<file path="src/rtl/cce_pkg.sv">
// ----------------------------------------------------------------------------
// cce_pkg
// Shared types and character codes for the comment extractor.
// ----------------------------------------------------------------------------
package cce_pkg;

    localparam logic [7:0] CH_SLASH  = 8'h2F;
    localparam logic [7:0] CH_STAR   = 8'h2A;
    localparam logic [7:0] CH_DQUOTE = 8'h22;
    localparam logic [7:0] CH_SQUOTE = 8'h27;
    localparam logic [7:0] CH_NL     = 8'h0A;

    // Most bytes one request can produce
    localparam int RUN_MAX = 4;

    typedef struct packed {
        logic [7:0] prev_char;
        logic       in_block;
        logic       in_line;
        logic       in_dquote;
        logic       in_squote;
        logic       line_had;
        logic       odd_dquote;
        logic       odd_squote;
    } cce_state_t;

    typedef struct packed {
        logic [RUN_MAX-1:0][7:0] bytes;
        logic [2:0]              cnt;
    } cce_run_t;

endpackage

</file>
<file path="src/rtl/c_comment_extractor_top.sv">
// ----------------------------------------------------------------------------
// c_comment_extractor_top
// Byte-serial C comment extractor: emits comment bytes and their newlines.
// ----------------------------------------------------------------------------
//  channel | direction | handshake            | payload
//  in      | sink      | in_valid / in_ready  | in_char, end_of_input
//  out     | source    | out_valid / out_ready| out_char, last_of_run
//
// A request is registered in the input register, evaluated combinationally
// and its 0 to 4 result bytes are loaded into a run buffer that drains one
// byte per cycle while out_ready is high. Throughput is one request per cycle
// while each request yields at most one byte and out_ready is high; a longer
// run holds the input until its last byte leaves the run buffer.
// Reset clears all comment and quote state and empties both stages.
module c_comment_extractor_top
(
    input  logic       clk,
    input  logic       rst_n,
    input  logic       in_valid,
    output logic       in_ready,
    input  logic [7:0] in_char,
    input  logic       end_of_input,
    output logic       out_valid,
    input  logic       out_ready,
    output logic [7:0] out_char,
    output logic       last_of_run
);
    import cce_pkg::*;

    logic                    s1_valid_reg;
    logic [7:0]              s1_char_reg;
    logic                    s1_eoi_reg;
    cce_state_t              state_reg;
    cce_state_t              state_next;
    cce_run_t                run_next;
    logic [RUN_MAX-1:0][7:0] run_bytes_reg;
    logic [2:0]              run_left_reg;
    logic [1:0]              run_idx_reg;
    logic                    load_ok;
    logic                    load;
    logic                    out_fire;

    // run buffer may take a new run once its last byte leaves
    assign out_valid   = (run_left_reg != 3'd0);
    assign out_char    = run_bytes_reg[run_idx_reg];
    assign last_of_run = (run_left_reg == 3'd1);
    assign out_fire    = out_valid && out_ready;
    assign load_ok     = !out_valid || (last_of_run && out_ready);
    assign load        = s1_valid_reg && load_ok;
    assign in_ready    = !s1_valid_reg || load_ok;

    cce_step u_step
    (
        .st           (state_reg),
        .in_char      (s1_char_reg),
        .end_of_input (s1_eoi_reg),
        .st_next      (state_next),
        .run          (run_next)
    );

    // input register
    always_ff @(posedge clk or negedge rst_n)
    begin
        if (!rst_n)
        begin
            s1_valid_reg <= 1'b0;
        end
        else if (in_ready)
        begin
            s1_valid_reg <= in_valid;
        end
    end

    always_ff @(posedge clk)
    begin
        if (in_ready && in_valid)
        begin
            s1_char_reg <= in_char;
            s1_eoi_reg  <= end_of_input;
        end
    end

    // extractor state advances as each request is evaluated
    always_ff @(posedge clk or negedge rst_n)
    begin
        if (!rst_n)
        begin
            state_reg <= '0;
        end
        else if (load)
        begin
            state_reg <= state_next;
        end
    end

    // run buffer control
    always_ff @(posedge clk or negedge rst_n)
    begin
        if (!rst_n)
        begin
            run_left_reg <= 3'd0;
            run_idx_reg  <= 2'd0;
        end
        else if (load)
        begin
            run_left_reg <= run_next.cnt;
            run_idx_reg  <= 2'd0;
        end
        else if (out_fire)
        begin
            run_left_reg <= run_left_reg - 3'd1;
            run_idx_reg  <= run_idx_reg + 2'd1;
        end
    end

    always_ff @(posedge clk)
    begin
        if (load)
        begin
            run_bytes_reg <= run_next.bytes;
        end
    end

endmodule

</file>
<file path="src/rtl/cce_step.sv">
// ----------------------------------------------------------------------------
// cce_step
// Next-state and emitted byte run for one source byte or end marker.
// ----------------------------------------------------------------------------
module cce_step
(
    input  cce_pkg::cce_state_t st,
    input  logic [7:0]          in_char,
    input  logic                end_of_input,
    output cce_pkg::cce_state_t st_next,
    output cce_pkg::cce_run_t   run
);
    import cce_pkg::*;

    always_comb
    begin
        logic       any_comment;
        logic       any_quote;
        logic       opener;
        logic [7:0] prev;
        logic [2:0] cnt;
        logic [RUN_MAX-1:0][7:0] bytes;

        prev        = st.prev_char;
        any_comment = st.in_line | st.in_block;
        any_quote   = st.in_squote | st.in_dquote;
        opener      = 1'b0;
        cnt         = 3'd0;
        bytes       = '0;
        st_next     = st;

        if (end_of_input)
        begin
            // final newline, back to reset state
            bytes[0] = CH_NL;
            cnt      = 3'd1;
            st_next  = '0;
        end
        else
        begin
            priority if (in_char == CH_NL)
            begin
                if (!st.in_block)
                begin
                    st_next.in_line   = 1'b0;
                    st_next.in_squote = 1'b0;
                    st_next.in_dquote = 1'b0;
                end
                if (st.line_had)
                begin
                    bytes[cnt[1:0]]  = in_char;
                    cnt              = cnt + 3'd1;
                    st_next.line_had = 1'b0;
                end
            end
            else if (prev == CH_SLASH && (in_char == CH_SLASH || in_char == CH_STAR))
            begin
                // open a comment unless hidden by a quote or already in a comment, odd marks override
                if (!any_comment && !any_quote)
                begin
                    opener = 1'b1;
                end
                else if (st.odd_squote || st.odd_dquote)
                begin
                    opener = 1'b1;
                    if (st.odd_squote)
                        st_next.in_squote = 1'b0;
                    if (st.odd_dquote)
                        st_next.in_dquote = 1'b0;
                end
                if (opener)
                begin
                    bytes[cnt[1:0]]  = prev;
                    cnt              = cnt + 3'd1;
                    st_next.line_had = 1'b1;
                    if (in_char == CH_SLASH)
                        st_next.in_line = 1'b1;
                    else
                        st_next.in_block = 1'b1;
                end
            end
            else if (prev == CH_STAR && in_char == CH_SLASH)
            begin
                if (st.in_block)
                begin
                    bytes[cnt[1:0]]  = prev;
                    cnt              = cnt + 3'd1;
                    bytes[cnt[1:0]]  = in_char;
                    cnt              = cnt + 3'd1;
                    st_next.in_block = 1'b0;
                    st_next.line_had = 1'b1;
                    if (st.odd_squote)
                        st_next.in_squote = 1'b1;
                    if (st.odd_dquote)
                        st_next.in_dquote = 1'b1;
                end
                if (st.in_line)
                begin
                    bytes[cnt[1:0]] = prev;
                    cnt             = cnt + 3'd1;
                end
            end
            else if (in_char == CH_DQUOTE)
            begin
                if (st.in_dquote)
                begin
                    st_next.in_dquote  = 1'b0;
                    st_next.odd_dquote = 1'b0;
                end
                else if (!any_comment && !any_quote)
                begin
                    st_next.in_dquote  = 1'b1;
                    st_next.odd_dquote = 1'b1;
                end
            end
            else if (in_char == CH_SQUOTE)
            begin
                if (st.in_squote)
                begin
                    st_next.in_squote  = 1'b0;
                    st_next.odd_squote = 1'b0;
                end
                else if (!any_comment && !any_quote)
                begin
                    st_next.in_squote  = 1'b1;
                    st_next.odd_squote = 1'b1;
                end
            end
            else
            begin
                opener = 1'b0;
            end

            // pass the byte itself while inside a comment
            if (st_next.in_block || st_next.in_line)
            begin
                bytes[cnt[1:0]] = in_char;
                cnt             = cnt + 3'd1;
            end
            st_next.prev_char = in_char;
        end

        run.bytes = bytes;
        run.cnt   = cnt;
    end

endmodule

</file>
<file path="config.mk">
export PLATFORM = sky130hd
export DESIGN_NAME = c_comment_extractor_top
export DESIGN_NICKNAME = d
export VERILOG_FILES = /design/src/rtl/cce_pkg.sv /design/src/rtl/c_comment_extractor_top.sv /design/src/rtl/cce_step.sv
export SDC_FILE = /design/constraint.sdc
export NUM_CORES = 1
export LEC_CHECK = 0
export ABC_AREA = 1
export BUFFER_PORTS_ARGS = -buffer_cell sky130_fd_sc_hd__buf_2
export CAP_MARGIN = 20
export CELL_PAD_IN_SITES_DETAIL_PLACEMENT = 0
export CELL_PAD_IN_SITES_GLOBAL_PLACEMENT = 1
export CORE_MARGIN = 4
export CORE_UTILIZATION = 46
export DETAILED_ROUTE_END_ITERATION = 10
export GPL_ROUTABILITY_DRIVEN = 0
export HOLD_SLACK_MARGIN = 0.05
export PLACE_DENSITY_LB_ADDON = 0.1
export SKIP_CTS_REPAIR_TIMING = 1
export SYNTH_ARGS = -nofsm -noshare
export SYNTH_HDL_FRONTEND = slang
export SYNTH_SLANG_ARGS = --single-unit
</file>
<file path="constraint.sdc">
create_clock -name clk -period 2.78 [get_ports clk]
set_input_delay 0.417 -clock clk [delete_from_list [all_inputs] [get_ports clk]]
set_output_delay 0.417 -clock clk [all_outputs]
set_load 0.005 [all_outputs]
</file>
* Word level (Yosys, flattened, before mapping) *
Cells that the tools add are included.
W data, S select, Z words.

operators by class
  bitwise logic cells = 2
  mux-type cells = 85
  reductions and logical operators = 33
  eq/ne operators = 22
  add/sub/neg operators = 4
  magnitude comparators = 5

operators with widths
  kind                  number
  $mux W32              3
  $mux W16              5
  $mux W24              3
  $bwmux W32            2
  $mux W8               8
  $eq A8 B6 Y1 const B  6
  $mux W3               16
  $demux W8 S2          2
  $mux W1               32
  $ne A4 B3 Y1 const B  7
  $mux W2               10
  $bmux W8 S2           1
  $mux W15              1
  $reduce_bool A5 Y1    2
  $logic_and A1 B1 Y1   9
  $lt A2 B3 Y1 const B  3
  $reduce_and A9 Y1     1
  $reduce_bool A3 Y1    3
  $eq A8 B4 Y1 const B  1
  $mux W4               2
  $ne A2 B2 Y1 const B  4
  $reduce_and A8 Y1     1
  $reduce_bool A4 Y1    2
  $reduce_and A7 Y1     1
  other kinds (14)      26

storage, ports and cells
  output and inout bits = 11
  word-level logic and storage cells = 168
  bits of input ports = 13
  register bits = 62

* Depth between registers and ports, before layout *
Gate-level depths: netlist of run 1.

  word-level depth = 18
  depth in mapped cells = 16
  depth with buffers taken out = 16

* Hierarchy *
From an unflattened synthesis of run 1, not the netlist that was laid out.

unflattened totals
  cells, all modules = 413
  area total of the unflattened synthesis = 3470.8 um2

modules (own cells, without submodules)
  module                   area each (um2)  cells an instance  sequential area each (um2)  instances
  c_comment_extractor_top  2427.3           201                1756.7                      1
  cce_step                 1043.5           212                0.0                         1

* Worst setup path before layout of run 1 *
OpenSTA, ideal clock, no wires.

  kind = reg2reg
  start = reg run_left_reg[1]
  end = reg state_reg[3] (netlist name)
  arrival = 2230 ps
  required time = 2662 ps
  setup time = 118 ps
  stages on the path, launching flop included = 16
  period minus slack after synthesis = 2348 ps
  path buffers = 0
  slack = 432 ps
  path through = dfrtp_1 inv_1 ha_1 inv_1 nor2_1 nand2_1 nand2_1 nand2_1 inv_1 nand2_1 inv_1 o21ai_0 nor2_1 nand3_1 nand2_1 nand2_1

on the way
  cells in the longest elaborated chain, start to end = 5
  elaborated cells on any way between the ends = 7
  those cells by class = 1 x eq/ne; 6 x reduce/logical

RTL lines
  element                      line                            RTL
  start: declaration           c_comment_extractor_top.sv:37   logic [2:0] run_left_reg;
  start signal: assignment     c_comment_extractor_top.sv:106  run_left_reg <= run_next.cnt;
  start signal: assignment     c_comment_extractor_top.sv:111  run_left_reg <= run_left_reg - 3'd1;
  $eq A3 B1 Y1                 c_comment_extractor_top.sv:46   assign last_of_run = (run_left_reg == 3'd1);
  named net last_of_run        c_comment_extractor_top.sv:26   output logic last_of_run
  $logic_and A1 B1 Y1          c_comment_extractor_top.sv:48   assign load_ok = !out_valid || (last_of_run && out_ready);
  $logic_or A1 B1 Y1           c_comment_extractor_top.sv:48
  $logic_and A1 B1 Y1          c_comment_extractor_top.sv:49   assign load = s1_valid_reg && load_ok;
  $reduce_and A9 Y1 (no line)  -
  end signal: assignment       c_comment_extractor_top.sv:92   state_reg <= state_next;
  end: declaration             c_comment_extractor_top.sv:33   cce_state_t state_reg;

The timed path passes the listed nets, and every way through them passes these cells.
A chain may end at the register's enable or synchronous reset.

* Worst setup path after layout of run 1 *
  start = reg s1_char_reg[6]
  end = reg run_bytes_reg[2] (netlist name) (data pin)

on the way
  cells in the longest elaborated chain, start to end = 12
  elaborated cells on any way between the ends = 32
  those cells by class = 2 x order compare; 3 x eq/ne; 22 x mux; 5 x reduce/logical

RTL lines
  element                                                                    line                                            RTL
  start: declaration                                                         c_comment_extractor_top.sv:31                   logic [7:0] s1_char_reg;
  start signal: assignment                                                   c_comment_extractor_top.sv:78                   s1_char_reg <= in_char;
  $eq A8 B6 Y1, on equally long branches                                     cce_step.sv:56, cce_step.sv:76, cce_step.sv:82
  $logic_and A1 B1 Y1 / $logic_or A1 B1 Y1 (equally long branches)           cce_step.sv:82, cce_step.sv:56
  $mux W3 / $logic_and A1 B1 Y1 (equally long branches)                      cce_step.sv:82, cce_step.sv:56
  $mux W3                                                                    cce_step.sv:56                                  else if (prev == CH_SLASH && (in_char == CH_SLASH || in_char == CH_STAR))
  $mux W3                                                                    cce_step.sv:41                                  priority if (in_char == CH_NL)
  $mux W3                                                                    cce_step.sv:32                                  if (end_of_input)
  $lt A2 B3 Y1 (not written as such) / $ge A2 B1 Y1 (equally long branches)  cce_step.sv:137                                 bytes[cnt[1:0]] = in_char;
  $logic_and A1 B1 Y1 (not written as such)                                  cce_step.sv:137
  $mux W8 (not written as such)                                              cce_step.sv:137
  $demux W8 S2                                                               -
  $bwmux W32                                                                 cce_step.sv:137
  $mux W32 *                                                                 cce_step.sv:135                                 if (st_next.in_block || st_next.in_line)
  end signal: assignment                                                     c_comment_extractor_top.sv:120                  run_bytes_reg <= run_next.bytes;
  end: declaration                                                           c_comment_extractor_top.sv:36                   logic [RUN_MAX-1:0][7:0] run_bytes_reg;

Mark *: on every way between the ends. The rest lies on a longest branch, timed or not. The select of a mux whose other input is x is not followed.

==> impl_metrics.xml, run 1 <==
<?xml version="1.0" encoding="UTF-8"?>
<metrics>
  <group name="cts">
    <metric name="numClockSinks" unit="">62</metric>
    <metric name="cts.htree.levels" unit="">3</metric>
    <metric name="clk_root_buffer_cell" unit="">sky130_fd_sc_hd__clkbuf_8</metric>
    <metric name="clockBufferDepth" unit="">2</metric>
    <metric name="path_clk_slew" unit="ps">70</metric>
    <metric name="clk-insertion-delay-late" unit="ps">340</metric>
    <metric name="cts-buffers-inserted" unit="">9</metric>
    <metric name="cts_tree" unit="">built</metric>
  </group>
  <group name="floorplanning">
    <metric name="placeableCoreArea" unit="µm²">6980</metric>
    <metric name="row_count" unit="">30</metric>
    <metric name="floorplan.die.height" unit="µm">93.7</metric>
    <metric name="io-pin-count" unit="">24</metric>
    <metric name="starting_density_of_the_core" unit="">0.484</metric>
    <metric name="fp.dieW" unit="µm">93.7</metric>
    <metric name="floorplan.die_area" unit="µm²">8790</metric>
  </group>
  <group name="critical_path">
    <metric name="crit_path_max_incr_delay" unit="ps">410</metric>
    <metric name="reg_to_reg_end" unit="">run_bytes_reg[2]</metric>
    <metric name="cp.arrival" unit="ps">2650</metric>
    <metric name="critical_path.slowest_cell" unit="">sky130_fd_sc_hd__edfxtp_1</metric>
    <metric name="cp-start-kind" unit="">flip-flop</metric>
    <metric name="worst_path_dominant_cell_family" unit="">simple AND/OR/NAND/NOR gates</metric>
    <metric name="critical_path.endpoint_type" unit="">flip-flop</metric>
    <metric name="cpMostUsedCell" unit="">sky130_fd_sc_hd__inv_1</metric>
    <metric name="cp_cell_sequence" unit="">nor2_1 &gt; nand3_1 &gt; nor2_4 &gt; inv_1 &gt; nand2_1 &gt; nor2_1 &gt; nor2_2 &gt; inv_1 &gt; ha_1 &gt; inv_1 &gt; nand4_1 &gt; a211oi_1</metric>
    <metric name="r2r_cells" unit="">12</metric>
    <metric name="timing_worst_setup_path_type" unit="">flip-flop to flip-flop</metric>
    <metric name="crit_fanout" unit="">6</metric>
    <metric name="regToRegStartpoint" unit="">s1_char_reg[6]</metric>
    <metric name="cp_data_required_time" unit="ps">2920</metric>
    <metric name="timing.reg2reg.setup_slack" unit="ps">270</metric>
    <metric name="worst-path-buf-inv" unit="">3</metric>
  </group>
  <group name="drt">
    <metric name="finalWirelength" unit="mm">7.67</metric>
    <metric name="wl_met1" unit="mm">3.70</metric>
    <metric name="dr.first_iter.drc_count" unit="">123</metric>
    <metric name="drt-wirelength-per-cell" unit="µm">14.7</metric>
    <metric name="routed_length_on_met3" unit="µm">390</metric>
    <metric name="detailedRoute.firstPassIterationCount" unit="">4</metric>
    <metric name="drt_drc_violations_left" unit="">0</metric>
    <metric name="met2WireLength" unit="mm">3.49</metric>
    <metric name="top_signal_layer_used" unit="">met4</metric>
    <metric name="vias_per_std_cell" unit="">5.07</metric>
    <metric name="route.vias.total" unit="">2649</metric>
    <metric name="drt.antenna.violating_nets" unit="">0</metric>
  </group>
  <group name="sta">
    <metric name="setup-violations-final" unit="">0</metric>
    <metric name="hold_violation_total_from_the_final_report" unit="">0</metric>
    <metric name="report.final.slew_viol_count" unit="">0</metric>
    <metric name="worst_clock_skew" unit="ps">7.95</metric>
    <metric name="fin_crit" unit="ps">2510</metric>
    <metric name="max-slew-margin-rel" unit="">0.563</metric>
    <metric name="layout_worst_path_cycle_share" unit="">0.903</metric>
    <metric name="fmaxAchievable" unit="MHz">398</metric>
    <metric name="max_slew.worst_pin.slew" unit="ps">655</metric>
  </group>
  <group name="pwr">
    <metric name="pwr_density_cell" unit="nW/µm²">899</metric>
    <metric name="leakagePower" unit="µW">0.00160</metric>
    <metric name="ir_drop" unit="mV">0.439</metric>
    <metric name="fin_total_pwr" unit="µW">3430</metric>
  </group>
  <group name="synth">
    <metric name="synth_async_sr_flop_share" unit="">0.339</metric>
    <metric name="ys_types" unit="">34</metric>
    <metric name="netlist_instances" unit="">389</metric>
    <metric name="sequential_area_share_after_synthesis" unit="">0.520</metric>
    <metric name="synth_area" unit="µm²">3380</metric>
    <metric name="synth_top_flop_cell" unit="">sky130_fd_sc_hd__edfxtp_1</metric>
    <metric name="syn_area_per_cell" unit="µm²">8.69</metric>
    <metric name="synth_fp_nets" unit="">409</metric>
    <metric name="ffs_latches_synth" unit="">62</metric>
    <metric name="synth_warnings" unit="">0</metric>
    <metric name="synth_enable_flop_cells" unit="">41</metric>
  </group>
  <group name="global_route">
    <metric name="grt_overflow" unit="">0</metric>
    <metric name="antenna_violations_before_repair" unit="">0</metric>
    <metric name="vias_in_the_first_global_route" unit="">2510</metric>
    <metric name="gr-usage-all-layers" unit="">0.191</metric>
    <metric name="grt_pass1_wl" unit="mm">12.7</metric>
    <metric name="grt_start_max_net_pins" unit="">36</metric>
  </group>
  <group name="run_status">
    <metric name="status" unit="">finished clean</metric>
  </group>
  <group name="final_layout">
    <metric name="sequential_cell_area" unit="µm²">1760</metric>
    <metric name="max_ffs_per_register" unit="">32</metric>
    <metric name="num_antenna_cells" unit="">0</metric>
    <metric name="n_fill_cell" unit="">692</metric>
    <metric name="final_util" unit="">0.546</metric>
    <metric name="finalNetCount" unit="">441</metric>
    <metric name="most_common_cell_after_layout_fill_and_taps_aside" unit="">sky130_fd_sc_hd__nand2_1</metric>
    <metric name="post_route_cells_drive_above_1_share" unit="">0.178</metric>
    <metric name="mostFrequentLayoutCells" unit="">79 x sky130_fd_sc_hd__nand2_1, 71 x sky130_fd_sc_hd__nor2_1, 42 x sky130_fd_sc_hd__inv_1, 41 x sky130_fd_sc_hd__edfxtp_1, 32 x sky130_fd_sc_hd__o21ai_0</metric>
    <metric name="synth_to_layout_area_growth" unit="%">12.8</metric>
    <metric name="multi_input_area" unit="µm²">1430</metric>
  </group>
  <group name="run">
    <metric name="maxCapViolCount" unit="">0</metric>
  </group>
  <group name="placed_design">
    <metric name="detailed_place_hpwl" unit="mm">5.64</metric>
    <metric name="port-buffer-count" unit="">23</metric>
  </group>
  <group name="hold_path">
    <metric name="holdCritPathClass" unit="">primary input to asynchronous set/reset pin</metric>
  </group>
</metrics>
-- logic make-up after synthesis --
family | after synthesis | share of synthesized area
flops | 62 | 0.520
buf+inv | 57 | 0.0633
fa+ha+maj | 7 | 0.0259
compound gates | 66 | 0.112
simple gates | 197 | 0.279
-- per-layer routing --
layer	vias up	global-route usage
li1	1353	-
met1	1223	0.272
met2	64	0.292
met3	9	0.0417
met4	0	0.0578
met5	-	0
-- worst max path at each step --
| stage | startpoint | cells past startpoint | slack (ps) | end |
|---|---|---|---|---|
| finish | s1_char_reg[6] | 12 | 270 | run_bytes_reg[2] |
| CTS | state_reg[6] | 12 | 170 | run_bytes_reg[2] |
| global placement | state_reg[6] | 12 | 310 | run_bytes_reg[2] |
| global route | state_reg[12] | 13 | -4 | run_bytes_reg[2] |
| floorplan | run_left_reg[1] | 15 | 430 | state_reg[3] |
| detailed placement | state_reg[6] | 12 | 200 | run_bytes_reg[2] |
-- cell type report --
class / count / area share
well taps: 96 / 0.0315
inverters: 49 / 0.0482
clock buffers: 10 / 0.0335
multi-input cells: 270 / 0.374
clock inverters: 6 / 0.00984
flip-flops and latches: 62 / 0.461
repair buffers: 29 / 0.0420
-- worst reg2reg max path, stage by stage (launching register included) --
cell	delay, ps
sky130_fd_sc_hd__edfxtp_1	410
sky130_fd_sc_hd__nor2_1	210
sky130_fd_sc_hd__nand3_1	160
sky130_fd_sc_hd__nor2_4	180
sky130_fd_sc_hd__inv_1	80
sky130_fd_sc_hd__nand2_1	140
sky130_fd_sc_hd__nor2_1	80
sky130_fd_sc_hd__nor2_2	150
sky130_fd_sc_hd__inv_1	100
sky130_fd_sc_hd__ha_1	270
sky130_fd_sc_hd__inv_1	110
sky130_fd_sc_hd__nand4_1	130
sky130_fd_sc_hd__a211oi_1	290
-- where the power goes --
part	internal (µW)	switching, µW
sequential	1280	183
clock	320	366
combinational	441	832
total	2050	1380
-- Yosys cell counts, types with 2 or more instances --
| library cell | number | share of area |
|---|---|---|
| sky130_fd_sc_hd__nand2_1 | 80 | 0.089 |
| sky130_fd_sc_hd__nor2_1 | 72 | 0.080 |
| sky130_fd_sc_hd__inv_1 | 42 | 0.047 |
| sky130_fd_sc_hd__edfxtp_1 | 41 | 0.36 |
| sky130_fd_sc_hd__o21ai_0 | 32 | 0.047 |
| sky130_fd_sc_hd__dfrtp_1 | 21 | 0.16 |
| sky130_fd_sc_hd__nand3_1 | 16 | 0.024 |
| sky130_fd_sc_hd__a21oi_1 | 11 | 0.016 |
| sky130_fd_sc_hd__o22ai_1 | 11 | 0.020 |
| sky130_fd_sc_hd__clkbuf_1 | 7 | 0.0078 |
| sky130_fd_sc_hd__ha_1 | 7 | 0.026 |
| sky130_fd_sc_hd__inv_2 | 5 | 0.0056 |
| sky130_fd_sc_hd__o21ai_2 | 5 | 0.013 |
| sky130_fd_sc_hd__nor2_4 | 4 | 0.013 |
| sky130_fd_sc_hd__a211oi_1 | 3 | 0.0067 |
| sky130_fd_sc_hd__nand4_1 | 3 | 0.0056 |
| sky130_fd_sc_hd__nor3_2 | 3 | 0.0089 |
| sky130_fd_sc_hd__clkinv_1 | 2 | 0.0022 |
| sky130_fd_sc_hd__nand2_2 | 2 | 0.0037 |
| sky130_fd_sc_hd__nand2_4 | 2 | 0.0067 |
| sky130_fd_sc_hd__nand2_8 | 2 | 0.012 |
| sky130_fd_sc_hd__nand3_2 | 2 | 0.0059 |
| sky130_fd_sc_hd__nand3_4 | 2 | 0.010 |
| sky130_fd_sc_hd__nor3_1 | 2 | 0.0030 |
| sky130_fd_sc_hd__nor4_1 | 2 | 0.0037 |
| sky130_fd_sc_hd__o211ai_1 | 2 | 0.0044 |
-- through the flow --
stage          cells  TNS (ps)  worst slack [ps]  area (µm²)  hold slack, ps
6_report         522         0               268        3810            64.5
4_1_cts          520         0               166        3780            66.9
2_1_floorplan    389         0               432        3380             121
3_3_place_gp     504         0               307        3620             433
3_5_place_dp     504         0               200        3620             438
5_1_grt          522     -4.00             -4.00        3810            82.8
Note: power is estimated with default switching activity, not from simulation.
==> inputs of run 2 (changes only) <==
--- a/config.mk
+++ b/config.mk
@@ -16,6 +16,7 @@
 export GPL_ROUTABILITY_DRIVEN = 0
 export HOLD_SLACK_MARGIN = 0.05
 export PLACE_DENSITY_LB_ADDON = 0.1
+export REMOVE_ABC_BUFFERS = 1
 export SKIP_CTS_REPAIR_TIMING = 1
 export SYNTH_ARGS = -nofsm -noshare
 export SYNTH_HDL_FRONTEND = slang
==> run 2 against run 1 <==
Compared with the run above: sequential power about the same; largest power group unchanged; hold slack improved by 2.5 ps; setup slack improved by 51 ps; clock-buffer cell count unchanged; die area unchanged; design area about the same.
==> impl_metrics.xml, run 2 (synthesis results as in run 1) <==
<?xml version="1.0" encoding="UTF-8"?>
<metrics>
  <group name="drt">
    <metric name="finalWirelength" unit="mm">7.73</metric>
    <metric name="route.vias.total" unit="">2639</metric>
    <metric name="drt_drc_violations_left" unit="">0</metric>
    <metric name="dr.first_iter.drc_count" unit="">163</metric>
    <metric name="detailedRoute.firstPassIterationCount" unit="">4</metric>
    <metric name="drt-wirelength-per-cell" unit="µm">14.9</metric>
    <metric name="drt.antenna.violating_nets" unit="">0</metric>
    <metric name="vias_per_std_cell" unit="">5.08</metric>
  </group>
  <group name="sta">
    <metric name="setup-violations-final" unit="">0</metric>
    <metric name="unrepaired_setup_endpoints_after_global_routing" unit="">false</metric>
    <metric name="layout_worst_path_cycle_share" unit="">0.885</metric>
    <metric name="fmaxAchievable" unit="MHz">406</metric>
    <metric name="fin_crit" unit="ps">2460</metric>
    <metric name="totalNegativeSetupSlack" unit="ps">0</metric>
    <metric name="worst_clock_skew" unit="ps">9.50</metric>
    <metric name="hold_violation_total_from_the_final_report" unit="">0</metric>
    <metric name="report.final.slew_viol_count" unit="">0</metric>
    <metric name="max-slew-margin-rel" unit="">0.584</metric>
    <metric name="max_slew.worst_pin.slew" unit="ps">618</metric>
  </group>
  <group name="critical_path">
    <metric name="critical_path.slowest_cell" unit="">sky130_fd_sc_hd__edfxtp_1</metric>
    <metric name="reg_to_reg_end" unit="">run_bytes_reg[2]</metric>
    <metric name="r2r_cells" unit="">12</metric>
    <metric name="regToRegStartpoint" unit="">s1_char_reg[4]</metric>
    <metric name="cp.arrival" unit="ps">2600</metric>
    <metric name="timing_worst_setup_path_type" unit="">flip-flop to flip-flop</metric>
    <metric name="cp_data_required_time" unit="ps">2920</metric>
    <metric name="crit_fanout" unit="">10</metric>
    <metric name="cp-start-kind" unit="">flip-flop</metric>
    <metric name="timing.reg2reg.setup_slack" unit="ps">320</metric>
    <metric name="crit_path_max_incr_delay" unit="ps">420</metric>
    <metric name="critical_path.endpoint_type" unit="">flip-flop</metric>
    <metric name="cp_cell_sequence" unit="">inv_2 &gt; nand2_1 &gt; nor2_4 &gt; nand3_2 &gt; nor2_1 &gt; nor2_1 &gt; nor2_2 &gt; inv_1 &gt; ha_1 &gt; inv_1 &gt; nand4_1 &gt; a211oi_1</metric>
  </group>
  <group name="global_route">
    <metric name="vias_in_the_first_global_route" unit="">2589</metric>
    <metric name="grt_start_max_net_pins" unit="">33</metric>
    <metric name="grt_pass1_wl" unit="mm">13.1</metric>
    <metric name="gr-usage-all-layers" unit="">0.194</metric>
    <metric name="grt_overflow" unit="">0</metric>
    <metric name="antenna_violations_before_repair" unit="">0</metric>
  </group>
  <group name="final_layout">
    <metric name="finalNetCount" unit="">440</metric>
    <metric name="max_ffs_per_register" unit="">32</metric>
    <metric name="most_common_cell_after_layout_fill_and_taps_aside" unit="">sky130_fd_sc_hd__nand2_1</metric>
    <metric name="mostFrequentLayoutCells" unit="">80 x sky130_fd_sc_hd__nand2_1, 72 x sky130_fd_sc_hd__nor2_1, 42 x sky130_fd_sc_hd__inv_1, 41 x sky130_fd_sc_hd__edfxtp_1, 32 x sky130_fd_sc_hd__o21ai_0</metric>
    <metric name="n_fill_cell" unit="">669</metric>
    <metric name="fin_area" unit="µm²">3810</metric>
    <metric name="synth_to_layout_area_growth" unit="%">12.7</metric>
    <metric name="final_util" unit="">0.546</metric>
    <metric name="post_route_cells_drive_above_1_share" unit="">0.170</metric>
    <metric name="num_antenna_cells" unit="">0</metric>
  </group>
  <group name="cts">
    <metric name="clk-insertion-delay-late" unit="ps">330</metric>
    <metric name="path_clk_slew" unit="ps">80</metric>
    <metric name="cts_tree" unit="">built</metric>
    <metric name="numClockSinks" unit="">62</metric>
    <metric name="clockBufferDepth" unit="">2</metric>
    <metric name="cts-buffers-inserted" unit="">9</metric>
    <metric name="clk_root_buffer_cell" unit="">sky130_fd_sc_hd__clkbuf_8</metric>
    <metric name="cts.htree.levels" unit="">3</metric>
  </group>
  <group name="pwr">
    <metric name="pwr_density_cell" unit="nW/µm²">916</metric>
    <metric name="leakagePower" unit="µW">0.00161</metric>
    <metric name="fin_total_pwr" unit="µW">3490</metric>
    <metric name="ir_drop" unit="mV">0.367</metric>
  </group>
  <group name="floorplanning">
    <metric name="starting_density_of_the_core" unit="">0.484</metric>
    <metric name="placeableCoreArea" unit="µm²">6980</metric>
    <metric name="io-pin-count" unit="">24</metric>
    <metric name="floorplan.die.height" unit="µm">93.7</metric>
    <metric name="fp.dieW" unit="µm">93.7</metric>
    <metric name="floorplan.die_area" unit="µm²">8790</metric>
    <metric name="row_count" unit="">30</metric>
  </group>
  <group name="placed_design">
    <metric name="port-buffer-count" unit="">23</metric>
    <metric name="detailed_place_hpwl" unit="mm">5.76</metric>
    <metric name="placed_area" unit="µm²">3620</metric>
  </group>
  <group name="run">
    <metric name="maxCapViolCount" unit="">0</metric>
  </group>
  <group name="run_status">
    <metric name="status" unit="">finished clean</metric>
  </group>
  <group name="hold_path">
    <metric name="holdCritPathClass" unit="">primary input to asynchronous set/reset pin</metric>
  </group>
</metrics>
[run 2: worst max path at each step]
| stage | from | to | slack (ps) |
|---|---|---|---|
| after floorplan | run_left_reg[1] | state_reg[3] | 160 |
| after global placement | s1_char_reg[4] | run_bytes_reg[2] | 450 |
| after detailed placement | s1_char_reg[4] | run_bytes_reg[2] | 360 |
| after CTS | s1_char_reg[4] | run_bytes_reg[2] | 330 |
| after global routing | s1_char_reg[4] | run_bytes_reg[2] | 90 |
| final | s1_char_reg[4] | run_bytes_reg[2] | 320 |
[run 2: power breakdown]
part	switching, µW	internal (µW)	total (µW)
registers	166	1280	1450
clock network	369	413	781
logic	826	433	1260
total	1360	2130	3490
[run 2: critical path, delay by kind of cell, from the launching register on]
| kind | cells | cell delay, ps |
|---|---|---|
| flip-flops | 1 | 420 |
| buffers and inverters | 3 | 340 |
| AND/OR/NAND/NOR | 7 | 980 |
| adder cells (fa/ha/maj) | 1 | 280 |
| AO/OA/AOI/OAI | 1 | 250 |
[run 2: metal layers]
layer / routed length [µm] / GRT usage
met5: 0 / 0
met4: 94 / 0.0722
met3: 456 / 0.0304
met2: 3510 / 0.296
met1: 3670 / 0.278
[run 2: per-stage QoR]
step                hold slack, ps  setup WS (ps)  std cells
floorplan                      121            158        381
global placement               448            446        505
detailed placement             450            356        505
CTS                           80.1            328        520
global route                  92.1           85.9        520
finish                        67.0            320        520
[run 2: area by class of cell]
cell class / count / area, µm² / area share
inverter: 49 / 184 / 0.0483
clock inverter: 5 / 60.1 / 0.0158
multi-input combinational: 270 / 1410 / 0.370
tap: 96 / 120 / 0.0315
clock buffer: 10 / 128 / 0.0335
sequential: 62 / 1760 / 0.461
timing repair buffer: 28 / 153 / 0.0401
